===== src/sv/fmp_pkg.sv =====
package fmp_pkg;

  // Result kinds
  typedef enum logic [1:0] {
    KIND_PAYLOAD = 2'd0,
    KIND_ACCEPT  = 2'd1,
    KIND_REJECT  = 2'd2
  } kind_t;

  // Reject reasons
  typedef enum logic [1:0] {
    RSN_SYNC  = 2'd0,
    RSN_SHORT = 2'd1,
    RSN_EARLY = 2'd2
  } reason_t;

  // Frame constants
  localparam logic [7:0]  SYNC_BYTE = 8'h55;
  localparam logic [7:0]  HCRC_INIT = 8'hEE;
  localparam logic [7:0]  HCRC_POLY = 8'h31;
  localparam logic [15:0] BCRC_INIT = 16'h496C;
  localparam logic [15:0] BCRC_POLY = 16'h1021;
  localparam logic [9:0]  MIN_LEN   = 10'd13;

  // Header byte positions
  localparam logic [9:0] POS_SYNC    = 10'd0;
  localparam logic [9:0] POS_LEN_LO  = 10'd1;
  localparam logic [9:0] POS_LEN_HI  = 10'd2;
  localparam logic [9:0] POS_HCRC    = 10'd3;
  localparam logic [9:0] POS_SENDER  = 10'd4;
  localparam logic [9:0] POS_RECVR   = 10'd5;
  localparam logic [9:0] POS_ID_HI   = 10'd6;
  localparam logic [9:0] POS_ID_LO   = 10'd7;
  localparam logic [9:0] POS_FLAGS   = 10'd8;
  localparam logic [9:0] POS_CMD_SET = 10'd9;
  localparam logic [9:0] POS_CMD_ID  = 10'd10;
  localparam logic [9:0] POS_PAYLOAD = 10'd11;

  // One result beat
  typedef struct packed {
    kind_t       kind;
    logic [7:0]  payload_byte;
    logic [9:0]  payload_index;
    logic [9:0]  frame_length;
    logic [7:0]  sender;
    logic [7:0]  receiver;
    logic [15:0] msg_id;
    logic [7:0]  flag_bits;
    logic [7:0]  command_set;
    logic [7:0]  command_id;
    logic        crc_ok;
    reason_t     reject_reason;
  } result_t;

  function automatic logic [7:0] mirror8(input logic [7:0] v);
    logic [7:0] r;
    for (int i = 0; i < 8; i++) begin
      r[i] = v[7-i];
    end
    return r;
  endfunction

  function automatic logic [15:0] mirror16(input logic [15:0] v);
    logic [15:0] r;
    for (int i = 0; i < 16; i++) begin
      r[i] = v[15-i];
    end
    return r;
  endfunction

  // Reflected CRC-8 update over one byte
  function automatic logic [7:0] fold8(input logic [7:0] crc, input logic [7:0] b);
    logic [7:0] c;
    c = crc ^ mirror8(b);
    for (int k = 0; k < 8; k++) begin
      c = c[7] ? ({c[6:0], 1'b0} ^ HCRC_POLY) : {c[6:0], 1'b0};
    end
    return c;
  endfunction

  // Reflected CRC-16 update over one byte
  function automatic logic [15:0] fold16(input logic [15:0] crc, input logic [7:0] b);
    logic [15:0] c;
    c = crc ^ {mirror8(b), 8'h00};
    for (int k = 0; k < 8; k++) begin
      c = c[15] ? ({c[14:0], 1'b0} ^ BCRC_POLY) : {c[14:0], 1'b0};
    end
    return c;
  endfunction

endpackage


===== src/sv/framed_message_parser_crc.sv =====
// Channel | Direction | Handshake           | Payload
// in_     | input     | in_valid / in_stall | data_byte, last_of_buffer
// out_    | output    | out_valid/out_stall | kind, payload and header fields,
//         |           |                     | crc_ok, reject_reason
//
// One byte is taken per cycle while in_stall is low; its result, if any, is registered in the
// output buffer before it shows on out_. Header CRC-8 and body CRC-16 each fold in a whole byte combinationally.
// rst_n is synchronous, active low; the parser restarts at byte 0 of a frame.
// A two-entry output buffer (register plus skid) decouples the sides: in_stall
// rises only while both entries hold results that out_stall keeps waiting.
module framed_message_parser_crc (
  input  logic        clk,
  input  logic        rst_n,
  input  logic        in_valid,
  output logic        in_stall,
  input  logic [7:0]  in_data_byte,
  input  logic        in_last_of_buffer,
  output logic        out_valid,
  input  logic        out_stall,
  output logic [1:0]  out_kind,
  output logic [7:0]  out_payload_byte,
  output logic [9:0]  out_payload_index,
  output logic [9:0]  out_frame_length,
  output logic [7:0]  out_sender,
  output logic [7:0]  out_receiver,
  output logic [15:0] out_msg_id,
  output logic [7:0]  out_flag_bits,
  output logic [7:0]  out_command_set,
  output logic [7:0]  out_command_id,
  output logic        out_crc_ok,
  output logic [1:0]  out_reject_reason
);

  typedef enum logic [1:0] {
    PH_RECV = 2'b01,
    PH_DISC = 2'b10
  } phase_t;

  phase_t      phase_r, phase_nxt;
  logic [9:0]  pos_r, pos_nxt;
  logic [9:0]  len_r, len_nxt;
  logic [7:0]  hcrc_r, hcrc_nxt;
  logic [15:0] bcrc_r, bcrc_nxt;
  logic        hmatch_r, hmatch_nxt;
  logic [7:0]  sender_r, sender_nxt;
  logic [7:0]  recvr_r, recvr_nxt;
  logic [15:0] msg_id_r, msg_id_nxt;
  logic [7:0]  flag_r, flag_nxt;
  logic [15:0] cmd_r, cmd_nxt;
  logic [7:0]  trl_lo_r, trl_lo_nxt;

  logic             in_acc;
  logic             full;
  logic             res_vld;
  logic             ended;
  fmp_pkg::result_t res;
  fmp_pkg::result_t out_data;
  logic [10:0]      pos_p2;
  logic [10:0]      len_ext;
  logic             in_body;
  logic             at_trl_lo;
  logic [7:0]       hcrc_base;
  logic [15:0]      bcrc_base;
  logic [9:0]       len_new;

  assign in_stall  = full;
  assign in_acc    = in_valid && !full;
  assign pos_p2    = {1'b0, pos_r} + 11'd2;
  assign len_ext   = {1'b0, len_r};
  assign in_body   = pos_p2 < len_ext;
  assign at_trl_lo = pos_p2 == len_ext;
  assign hcrc_base = (pos_r == fmp_pkg::POS_SYNC) ? fmp_pkg::HCRC_INIT : hcrc_r;
  assign bcrc_base = (pos_r == fmp_pkg::POS_SYNC) ? fmp_pkg::BCRC_INIT : bcrc_r;
  assign len_new   = {in_data_byte[1:0], len_r[7:0]};

  // Parse one byte: update CRCs, capture header fields, build the result
  always_comb begin
    phase_nxt  = phase_r;
    pos_nxt    = pos_r;
    len_nxt    = len_r;
    hcrc_nxt   = hcrc_r;
    bcrc_nxt   = bcrc_r;
    hmatch_nxt = hmatch_r;
    sender_nxt = sender_r;
    recvr_nxt  = recvr_r;
    msg_id_nxt = msg_id_r;
    flag_nxt   = flag_r;
    cmd_nxt    = cmd_r;
    trl_lo_nxt = trl_lo_r;
    res        = '0;
    res_vld    = 1'b0;
    ended      = 1'b0;

    if (in_acc) begin
      if (phase_r == PH_DISC) begin
        // drop bytes until the buffer ends
        if (in_last_of_buffer) begin
          phase_nxt = PH_RECV;
          pos_nxt   = '0;
        end
      end else begin
        // advance the checksums
        if (pos_r <= fmp_pkg::POS_LEN_HI) begin
          hcrc_nxt = fmp_pkg::fold8(hcrc_base, in_data_byte);
          bcrc_nxt = fmp_pkg::fold16(bcrc_base, in_data_byte);
        end else if (in_body) begin
          bcrc_nxt = fmp_pkg::fold16(bcrc_r, in_data_byte);
        end

        case (pos_r)
          fmp_pkg::POS_SYNC: begin
            if (in_data_byte != fmp_pkg::SYNC_BYTE) begin
              res_vld           = 1'b1;
              res.kind          = fmp_pkg::KIND_REJECT;
              res.reject_reason = fmp_pkg::RSN_SYNC;
              ended             = 1'b1;
            end
          end
          fmp_pkg::POS_LEN_LO:  len_nxt = {2'b00, in_data_byte};
          fmp_pkg::POS_LEN_HI: begin
            len_nxt = len_new;
            if (len_new < fmp_pkg::MIN_LEN) begin
              res_vld           = 1'b1;
              res.kind          = fmp_pkg::KIND_REJECT;
              res.reject_reason = fmp_pkg::RSN_SHORT;
              ended             = 1'b1;
            end
          end
          fmp_pkg::POS_HCRC:    hmatch_nxt = fmp_pkg::mirror8(hcrc_r) == in_data_byte;
          fmp_pkg::POS_SENDER:  sender_nxt = in_data_byte;
          fmp_pkg::POS_RECVR:   recvr_nxt = in_data_byte;
          fmp_pkg::POS_ID_HI:   msg_id_nxt = {in_data_byte, msg_id_r[7:0]};
          fmp_pkg::POS_ID_LO:   msg_id_nxt = {msg_id_r[15:8], in_data_byte};
          fmp_pkg::POS_FLAGS:   flag_nxt = in_data_byte;
          fmp_pkg::POS_CMD_SET: cmd_nxt = {in_data_byte, cmd_r[7:0]};
          fmp_pkg::POS_CMD_ID:  cmd_nxt = {cmd_r[15:8], in_data_byte};
          default: begin
            if (in_body) begin
              res_vld           = 1'b1;
              res.kind          = fmp_pkg::KIND_PAYLOAD;
              res.payload_byte  = in_data_byte;
              res.payload_index = pos_r - fmp_pkg::POS_PAYLOAD;
            end else if (at_trl_lo) begin
              trl_lo_nxt = in_data_byte;
            end else begin
              res_vld    = 1'b1;
              res.kind   = fmp_pkg::KIND_ACCEPT;
              res.crc_ok = hmatch_r &&
                           (fmp_pkg::mirror16(bcrc_r) == {in_data_byte, trl_lo_r});
              ended      = 1'b1;
            end
          end
        endcase

        // close the frame or step to the next byte
        if (in_last_of_buffer) begin
          if (!ended) begin
            res               = '0;
            res_vld           = 1'b1;
            res.kind          = fmp_pkg::KIND_REJECT;
            res.reject_reason = fmp_pkg::RSN_EARLY;
          end
          phase_nxt = PH_RECV;
          pos_nxt   = '0;
        end else if (ended) begin
          phase_nxt = PH_DISC;
          pos_nxt   = '0;
        end else begin
          pos_nxt = pos_r + 10'd1;
        end

        // attach captured header to payload and accept beats
        if (res.kind != fmp_pkg::KIND_REJECT) begin
          res.frame_length = len_r;
          res.sender       = sender_r;
          res.receiver     = recvr_r;
          res.msg_id       = msg_id_r;
          res.flag_bits    = flag_r;
          res.command_set  = cmd_r[15:8];
          res.command_id   = cmd_r[7:0];
        end
      end
    end
  end

  always_ff @(posedge clk) begin
    if (!rst_n) begin
      phase_r <= PH_RECV;
      pos_r   <= '0;
    end else begin
      phase_r <= phase_nxt;
      pos_r   <= pos_nxt;
    end
  end

  always_ff @(posedge clk) begin
    len_r    <= len_nxt;
    hcrc_r   <= hcrc_nxt;
    bcrc_r   <= bcrc_nxt;
    hmatch_r <= hmatch_nxt;
    sender_r <= sender_nxt;
    recvr_r  <= recvr_nxt;
    msg_id_r <= msg_id_nxt;
    flag_r   <= flag_nxt;
    cmd_r    <= cmd_nxt;
    trl_lo_r <= trl_lo_nxt;
  end

  // Hold results until the consumer takes them
  fmp_outbuf u_outbuf (
    .clk       (clk),
    .rst_n     (rst_n),
    .push      (res_vld),
    .push_data (res),
    .full      (full),
    .out_valid (out_valid),
    .out_stall (out_stall),
    .out_data  (out_data)
  );

  assign out_kind          = out_data.kind;
  assign out_payload_byte  = out_data.payload_byte;
  assign out_payload_index = out_data.payload_index;
  assign out_frame_length  = out_data.frame_length;
  assign out_sender        = out_data.sender;
  assign out_receiver      = out_data.receiver;
  assign out_msg_id        = out_data.msg_id;
  assign out_flag_bits     = out_data.flag_bits;
  assign out_command_set   = out_data.command_set;
  assign out_command_id    = out_data.command_id;
  assign out_crc_ok        = out_data.crc_ok;
  assign out_reject_reason = out_data.reject_reason;

endmodule


===== src/sv/fmp_outbuf.sv =====
module fmp_outbuf (
  input  logic             clk,
  input  logic             rst_n,
  input  logic             push,
  input  fmp_pkg::result_t push_data,
  output logic             full,
  output logic             out_valid,
  input  logic             out_stall,
  output fmp_pkg::result_t out_data
);

  logic             out_vld_r, out_vld_nxt;
  logic             skid_vld_r, skid_vld_nxt;
  fmp_pkg::result_t out_data_r, out_data_nxt;
  fmp_pkg::result_t skid_data_r, skid_data_nxt;
  logic             take;

  assign take      = out_vld_r && !out_stall;
  assign full      = skid_vld_r;
  assign out_valid = out_vld_r;
  assign out_data  = out_data_r;

  // Advance skid into output, place a new beat where there is room, or empty the output once taken
  always_comb begin
    out_vld_nxt   = out_vld_r;
    skid_vld_nxt  = skid_vld_r;
    out_data_nxt  = out_data_r;
    skid_data_nxt = skid_data_r;
    if (skid_vld_r) begin
      if (take) begin
        out_data_nxt = skid_data_r;
        skid_vld_nxt = 1'b0;
      end
    end else if (push) begin
      if (!out_vld_r || take) begin
        out_data_nxt = push_data;
        out_vld_nxt  = 1'b1;
      end else begin
        skid_data_nxt = push_data;
        skid_vld_nxt  = 1'b1;
      end
    end else if (take) begin
      out_vld_nxt = 1'b0;
    end
  end

  always_ff @(posedge clk) begin
    if (!rst_n) begin
      out_vld_r  <= 1'b0;
      skid_vld_r <= 1'b0;
    end else begin
      out_vld_r  <= out_vld_nxt;
      skid_vld_r <= skid_vld_nxt;
    end
  end

  always_ff @(posedge clk) begin
    out_data_r  <= out_data_nxt;
    skid_data_r <= skid_data_nxt;
  end

endmodule


===== config.mk =====
export PLATFORM = sky130hd
export DESIGN_NAME = framed_message_parser_crc
export DESIGN_NICKNAME = d
export VERILOG_FILES = /design/src/sv/fmp_pkg.sv /design/src/sv/framed_message_parser_crc.sv /design/src/sv/fmp_outbuf.sv
export SDC_FILE = /design/constraint.sdc
export NUM_CORES = 1
export LEC_CHECK = 0
export BUFFER_PORTS_ARGS = -buffer_cell sky130_fd_sc_hd__clkbuf_2
export CORE_ASPECT_RATIO = 1.25
export CORE_MARGIN = 1.5
export CORE_UTILIZATION = 49
export DETAILED_ROUTE_END_ITERATION = 10
export GPL_ROUTABILITY_DRIVEN = 0
export MAX_ROUTING_LAYER = met4
export PLACE_DENSITY = 0.71
export SKIP_CTS_REPAIR_TIMING = 1
export SLEW_MARGIN = 20
export SYNTH_ARGS = -nofsm -noshare
export SYNTH_HDL_FRONTEND = slang
export SYNTH_HIERARCHICAL = 1
export SYNTH_SLANG_ARGS = --single-unit

===== constraint.sdc =====
create_clock -name clk -period 9.2 [get_ports clk]
set_input_delay 1.84 -clock clk [delete_from_list [all_inputs] [get_ports clk]]
set_output_delay 1.84 -clock clk [all_outputs]
set_load 0.02 [all_outputs]

; Yosys cells after proc, flatten, opt, wreduce, memory -nomap -nowiden
; Index checks and enable logic that the tools add are counted.
; W data, S select, Z words.
[op_classes]
reduce_logical = 34
n_eq_ne = 19
n_bitwise = 37
mux = 82
n_lt_le_gt_ge = 3
n_addsub = 3
[ops]
columns = cell, n
row1 = $mux W89, 10
row2 = $mux W13, 16
row3 = $not A3 Y3, 24
row4 = $mux W66, 1
row5 = $pmux W16 S2, 2
row6 = $mux W16, 3
row7 = $mux W6, 8
row8 = $eq A10 B3 Y1 const B, 4
row9 = $mux W10, 4
row10 = $mux W18, 2
row11 = $reduce_and A3 Y1, 11
row12 = $xor A16 B16 Y16, 2
row13 = $eq A10 B4 Y1 const B, 3
row14 = $mux W1, 24
row15 = $eq A10 B2 Y1 const B, 2
row16 = $pmux W10 S2, 1
row17 = $reduce_and A4 Y1, 5
row18 = $eq A16 B16 Y1, 1
row19 = $mux W2, 7
row20 = $reduce_bool A2 Y1, 6
row21 = $add A10 B2 Y11 const B, 1
row22 = $eq A11 B10 Y1, 1
row23 = $lt A11 B10 Y1, 1
row24 = $reduce_or A11 Y1, 1
row25 = other kinds (22), 38
[totals]
reg_bits = 291
input_bits = 13

; Depth between registers and ports, before layout
[logic_depth]
word_depth = 20
depth_mapped = 16
mapped_depth_nobuf = 13

; By module
; The synthesis kept the hierarchy.
[modules_own_cells]
columns = module, instances, seq_area_each_um2, cells_per_inst, area_each_um2
row1 = fmp_outbuf, 1, 5385.2, 290, 6542.5
row2 = framed_message_parser_crc, 1, 3213.1, 594, 6351.1

; Worst setup path after synthesis
; No wires, ideal clock.
[synth_timing]
path_kind = input to register
start = in in_data_byte[0]
end = reg u_outbuf.out_data_r, in the netlist u_outbuf/out_data[0] (enable)
arrival_time_ns = 7.048
setup_ns = 0.561
path_stages = 9
t_required_ns = 8.639
slack_ns = 1.591
cell_sequence = clkbuf_1 > inv_1 > nand4_1 > a2bb2oi_2 > nand2b_1 > nand2_1 > o21ai_0 > nand2b_1 > a21boi_1
[synth_via]
elab_chain_len = 11
elab_cells_between_ends = 14
cone_classes = order compare: 1 / eq/ne: 1 / mux: 10 / reduce/logical: 2
[synth_lines]
columns = element, line
row1 = from (decl), framed_message_parser_crc.sv:16  ; input logic [7:0] in_data_byte,
row2 = $lt A10 B4 Y1 or $ne A8 B7 Y1 (tied branches), "framed_message_parser_crc.sv:122, framed_message_parser_crc.sv:112"
row3 = $mux W1 (on tied branches), "framed_message_parser_crc.sv:122, framed_message_parser_crc.sv:112"
row4 = $pmux W1 S3, framed_message_parser_crc.sv:110  ; case (pos_r)
row5 = $mux W1, framed_message_parser_crc.sv:95  ; if (phase_r == PH_DISC) begin
row6 = $mux W1, framed_message_parser_crc.sv:94  ; if (in_acc) begin
row7 = $mux W1, framed_message_parser_crc.sv:157  ; if (!ended) begin
row8 = $mux W1 *, framed_message_parser_crc.sv:156  ; if (in_last_of_buffer) begin
row9 = $mux W1 *, framed_message_parser_crc.sv:95
row10 = $mux W1 *, framed_message_parser_crc.sv:94
row11 = via res_vld, framed_message_parser_crc.sv:54  ; logic res_vld;
row12 = $reduce_bool A2 Y1 (no line) *, n/a
row13 = $reduce_and A3 Y1 (no line) *, n/a
row14 = to (signal assigned), fmp_outbuf.sv:58  ; out_data_r <= out_data_nxt;
row15 = to (decl), fmp_outbuf.sv:14  ; fmp_pkg::result_t out_data_r, out_data_nxt;
; The timed path passes the listed nets; every way through them passes the cells marked *. The select of a mux whose other input is x is not followed.
; A chain may end at the register's enable or synchronous reset.

; Worst setup path after layout
[layout_timing]
start = reg pos_r[3]
end = reg u_outbuf.out_data_r, in the netlist u_outbuf/out_data[46] (enable)
[layout_via]
elab_chain_len = 13
elab_cells_between_ends = 28
cone_classes = add/sub: 1 / order compare: 1 / eq/ne: 11 / mux: 11 / reduce/logical: 4
[layout_lines]
columns = element, line
row1 = from (decl), framed_message_parser_crc.sv:40  ; logic [9:0] pos_r, pos_nxt;
row2 = from (signal assigned), framed_message_parser_crc.sv:192  ; pos_r <= pos_nxt;
row3 = "parallel branches: the longest is 8 deep, another holds $add A10 B2 Y11", n/a
row4 = $mux W1 *, framed_message_parser_crc.sv:156
row5 = $mux W1 *, framed_message_parser_crc.sv:95
row6 = $mux W1 *, framed_message_parser_crc.sv:94
row7 = via res_vld, framed_message_parser_crc.sv:54
row8 = $reduce_bool A2 Y1 (no line) *, n/a
row9 = $reduce_and A3 Y1 (no line) *, n/a
; Mark *: on every way through the listed nets, which the timed path passes. The select of a mux whose other input is x is not followed.

==> results.md <==
* Run status: complete, no violations
* Final hold vios at 0
* Setup TNS at 0 ns
* Full die area at 0.0273 mm^2
* Setup violators final at 0
* Clock root buffer: clkbuf_16
* Die Height at 184 um
* Residual DRC at 0
* Overall power at 2.89 mW
* Mapped Area at 0.0129 mm^2
* First DRT Iteration DRCs at 531
* DP HPWL at 16.9 mm
* Ys async rst share at 0%
* Clock H-tree levels at 1
* Final Max Tran Viols at 0
* R2R depth at 13
* Vias in the first global route at 6952
* Die X at 148 um
* Mux cell area share after synthesis at 7.85%
* Max-cap violations at 0
* GR Util All Layers at 18.9%
* Clock latency on the worst-skew pair at 0.54 ns
* Via density per instance at 5.24
* I/O Pins at 104
* Setup Skew at 0.0169 ns
* Ys Warns at 6
* Worst-path clk slew at 0.06 ns
* Pwr dens at 200 mW/mm^2
* Post-DRT Antenna Nets at 0
* Compound-Gate Fraction of Synth Area at 2.19%
* EDFF count, synth at 277
* Simple-Gate Fraction of Synth Area at 11.6%
* Min Tclk post-route at 5.18 ns
* Unrepaired setup endpoints after global routing: no
* Cell count after synthesis at 884
* Crit start category: flop
* WS Path Type: flop to flop
* Layout area overhead at 12.3%
* Vias at 7010
* CTS tree: built
* Xor/xnor cell area share of the yosys netlist at 7.20%
* Setup crit end kind: flop
* Syn Nets at 914
* Synth Area per Inst at 14.6 um^2
* GRT overflow at 0
* Worst Path Required at 9.37 ns
* Max VDD drop at 0.123 mV
* Diode count at 0
* Initial Utilization at 49.7%
* Top achievable clock speed at 193 MHz
* Nets at 1008
* #FFs+latches synth at 291
* Largest family of logic cells by synthesized area: simple AND/OR/NAND/NOR gates
* Share of cells above drive strength 1 at 25.2%
* DR pass1 iterations at 5
* Worst hold path type: flop to flop
* Synth Area in Adders at 1.65%
* Yosys cell types at 47
* Pleak at 5.20 nW
* Worst slew margin at 32.3%
* Placed Instances at 1289
* Fin crit share at 56.4%
* Max Buffers Root-to-Sink at 3
* Data arrival, critical path at 5.35 ns
* Final cell count without fillers at 1339
* Clk sink count at 291
* Largest net degree at the start of global routing at 81
* CTS buffer count at 27
* Final WL at 24.8 mm
* Routed WL per cell at 18.5 um
* Most used DFF post-synth: edfxtp_1
* Hold depth at 2
* Worst-path maximum fanout at 60
* Seq/Total Area, Yosys at 66.7%
* IO Port Bufs at 103
* Global-route wire length before repair at 38.7 mm
* Row count at 66
* Core area at 0.0259 mm^2
* Worst slew pin tran at 1.02 ns
* Initial antenna violation count at 0
power breakdown:
part / switching (mW) / leakage, nW / internal [mW] / total (mW)
Sequential: 0.0340 / 2.56 / 1.53 / 1.57
Combinational: 0.167 / 2.23 / 0.0996 / 0.267
Clock: 0.465 / 0.411 / 0.594 / 1.06
Total: 0.666 / 5.20 / 2.23 / 2.89
critical path, cell delays in order (launching register included):
cell and delay [ns]:
dfxtp_1 0.71, and4_1 0.32, and3_1 0.23, nand2_1 0.08
xnor2_1 0.13, ha_1 0.29, and3_1 0.20, a221oi_1 0.26
o211ai_1 0.29, nor2b_1 0.24, o21ai_0 0.23, nand2b_1 0.21
a21boi_4 0.82, buf_4 0.74
final cells by class:
class                   count  area [um^2]
repair buffers            109          561
well taps                 340          425
multi-input cells         527         3980
flip-flops and latches    291         8600
inverters                  22         82.6
clock inverters            19          145
fillers                  2075        11400
clock buffers              31          691
through the flow:
| stage | setup slack [ns] | cell area, um^2 | utilization (%) | hold WS [ns] |
|---|---|---|---|---|
| after floorplan | 1.59 | 12900 | - | 0.473 |
| after global placement | 3.85 | 13600 | 52.6 | 0.497 |
| after detailed placement | 3.73 | 13600 | 52.6 | 0.528 |
| after CTS | 3.96 | 14500 | 55.8 | 0.543 |
| after global routing | 3.54 | 14500 | 55.9 | 0.559 |
| final | 4.02 | 14500 | 55.9 | 0.543 |
cells in the final DEF, fill, tap and decap left out, types with 3 or more instances in the layout:
cell / synthesis / routed
edfxtp_1: 277 / 277
clkbuf_2: 0 / 103
and2_1: 96 / 96
mux2_2: 89 / 89
xnor2_1: 75 / 75
nor2_1: 59 / 58
nand2_1: 31 / 31
xor2_1: 31 / 31
clkbuf_16: 0 / 27
inv_1: 22 / 22
nand3_1: 22 / 22
nor2b_1: 18 / 18
ha_1: 17 / 17
dfxtp_1: 14 / 13
a21oi_1: 12 / 10
nand4_1: 8 / 8
clkinv_1: 0 / 8
and3_1: 7 / 7
o21ai_0: 7 / 7
nor3_1: 8 / 7
clkinv_2: 0 / 6
buf_4: 0 / 6
nor4_1: 5 / 5
o311ai_0: 5 / 5
clkbuf_1: 19 / 4
and4_1: 3 / 3
nand2b_1: 3 / 3
routing by layer:
layer,vias to the layer above,track usage [%],routed length [um]
met2,199,30.7,12100
met5,-,-,0
met4,0,8.12,1010
met3,57,2.25,1080
met1,3395,24.1,10600
li1,3359,-,-
sequential cells by signal (all words and copies together) (netlist names):
signal                count
bcrc_r                   16
cmd_r                    16
flag_r                    8
hcrc_r                    8
hmatch_r                  1
len_r                    10
msg_id_r                 16
phase_r                   2
pos_r                    10
recvr_r                   8
sender_r                  8
trl_lo_r                  8
u_outbuf/full             1
u_outbuf/out_data        89
u_outbuf/out_valid        1
u_outbuf/skid_data_r     89
cell usage after synthesis (2+ instances only):
library cell	number	area, um^2
xor2_1	31	272
ha_1	17	213
nand4_1	8	50.1
and3_1	7	43.8
nand3b_1	2	15.0
nor3b_1	3	22.5
nor4bb_1	2	20.0
xnor2_1	75	657
or3b_2	2	17.5
inv_1	22	82.6
a21oi_1	12	60.1
a21o_1	2	15.0
and2_1	96	601
or4_4	2	22.5
buf_2	7	35.0
nand2_1	31	116
edfxtp_1	277	8320
clkbuf_1	19	71.3
nand2b_1	3	18.8
and4_1	3	26.3
o2111ai_1	2	17.5
buf_1	4	15.0
buf_6	14	158
nor4_1	5	31.3
nand3_1	22	110
nor2_1	59	221
o311ai_0	5	43.8
o21ai_0	7	35.0
o211ai_1	2	15.0
nor3_1	8	40.0
mux2_2	89	1000
nor2b_1	18	113
dfxtp_1	14	280
worst paths after layout:
check | start | slack, ns | end
min | u_outbuf/out_valid | 0.54 | u_outbuf/out_valid
min reg2reg | u_outbuf/out_valid | 0.54 | u_outbuf/out_valid
max | pos_r[3] | 4.02 | u_outbuf/out_data[46]
max reg2reg | pos_r[3] | 4.02 | u_outbuf/out_data[46]
cell families (layout without fill, tap and decap cells):
family | after synthesis | after routing
AO/OA/AOI/OAI | 40 | 40
XOR/XNOR | 106 | 106
AND/OR/NAND/NOR | 274 | 274
flip-flops | 291 | 291
adder cells (fa/ha/maj) | 17 | 17
buffers and inverters | 66 | 181
multiplexers | 90 | 90
Power figures use the tool's default switching activity.
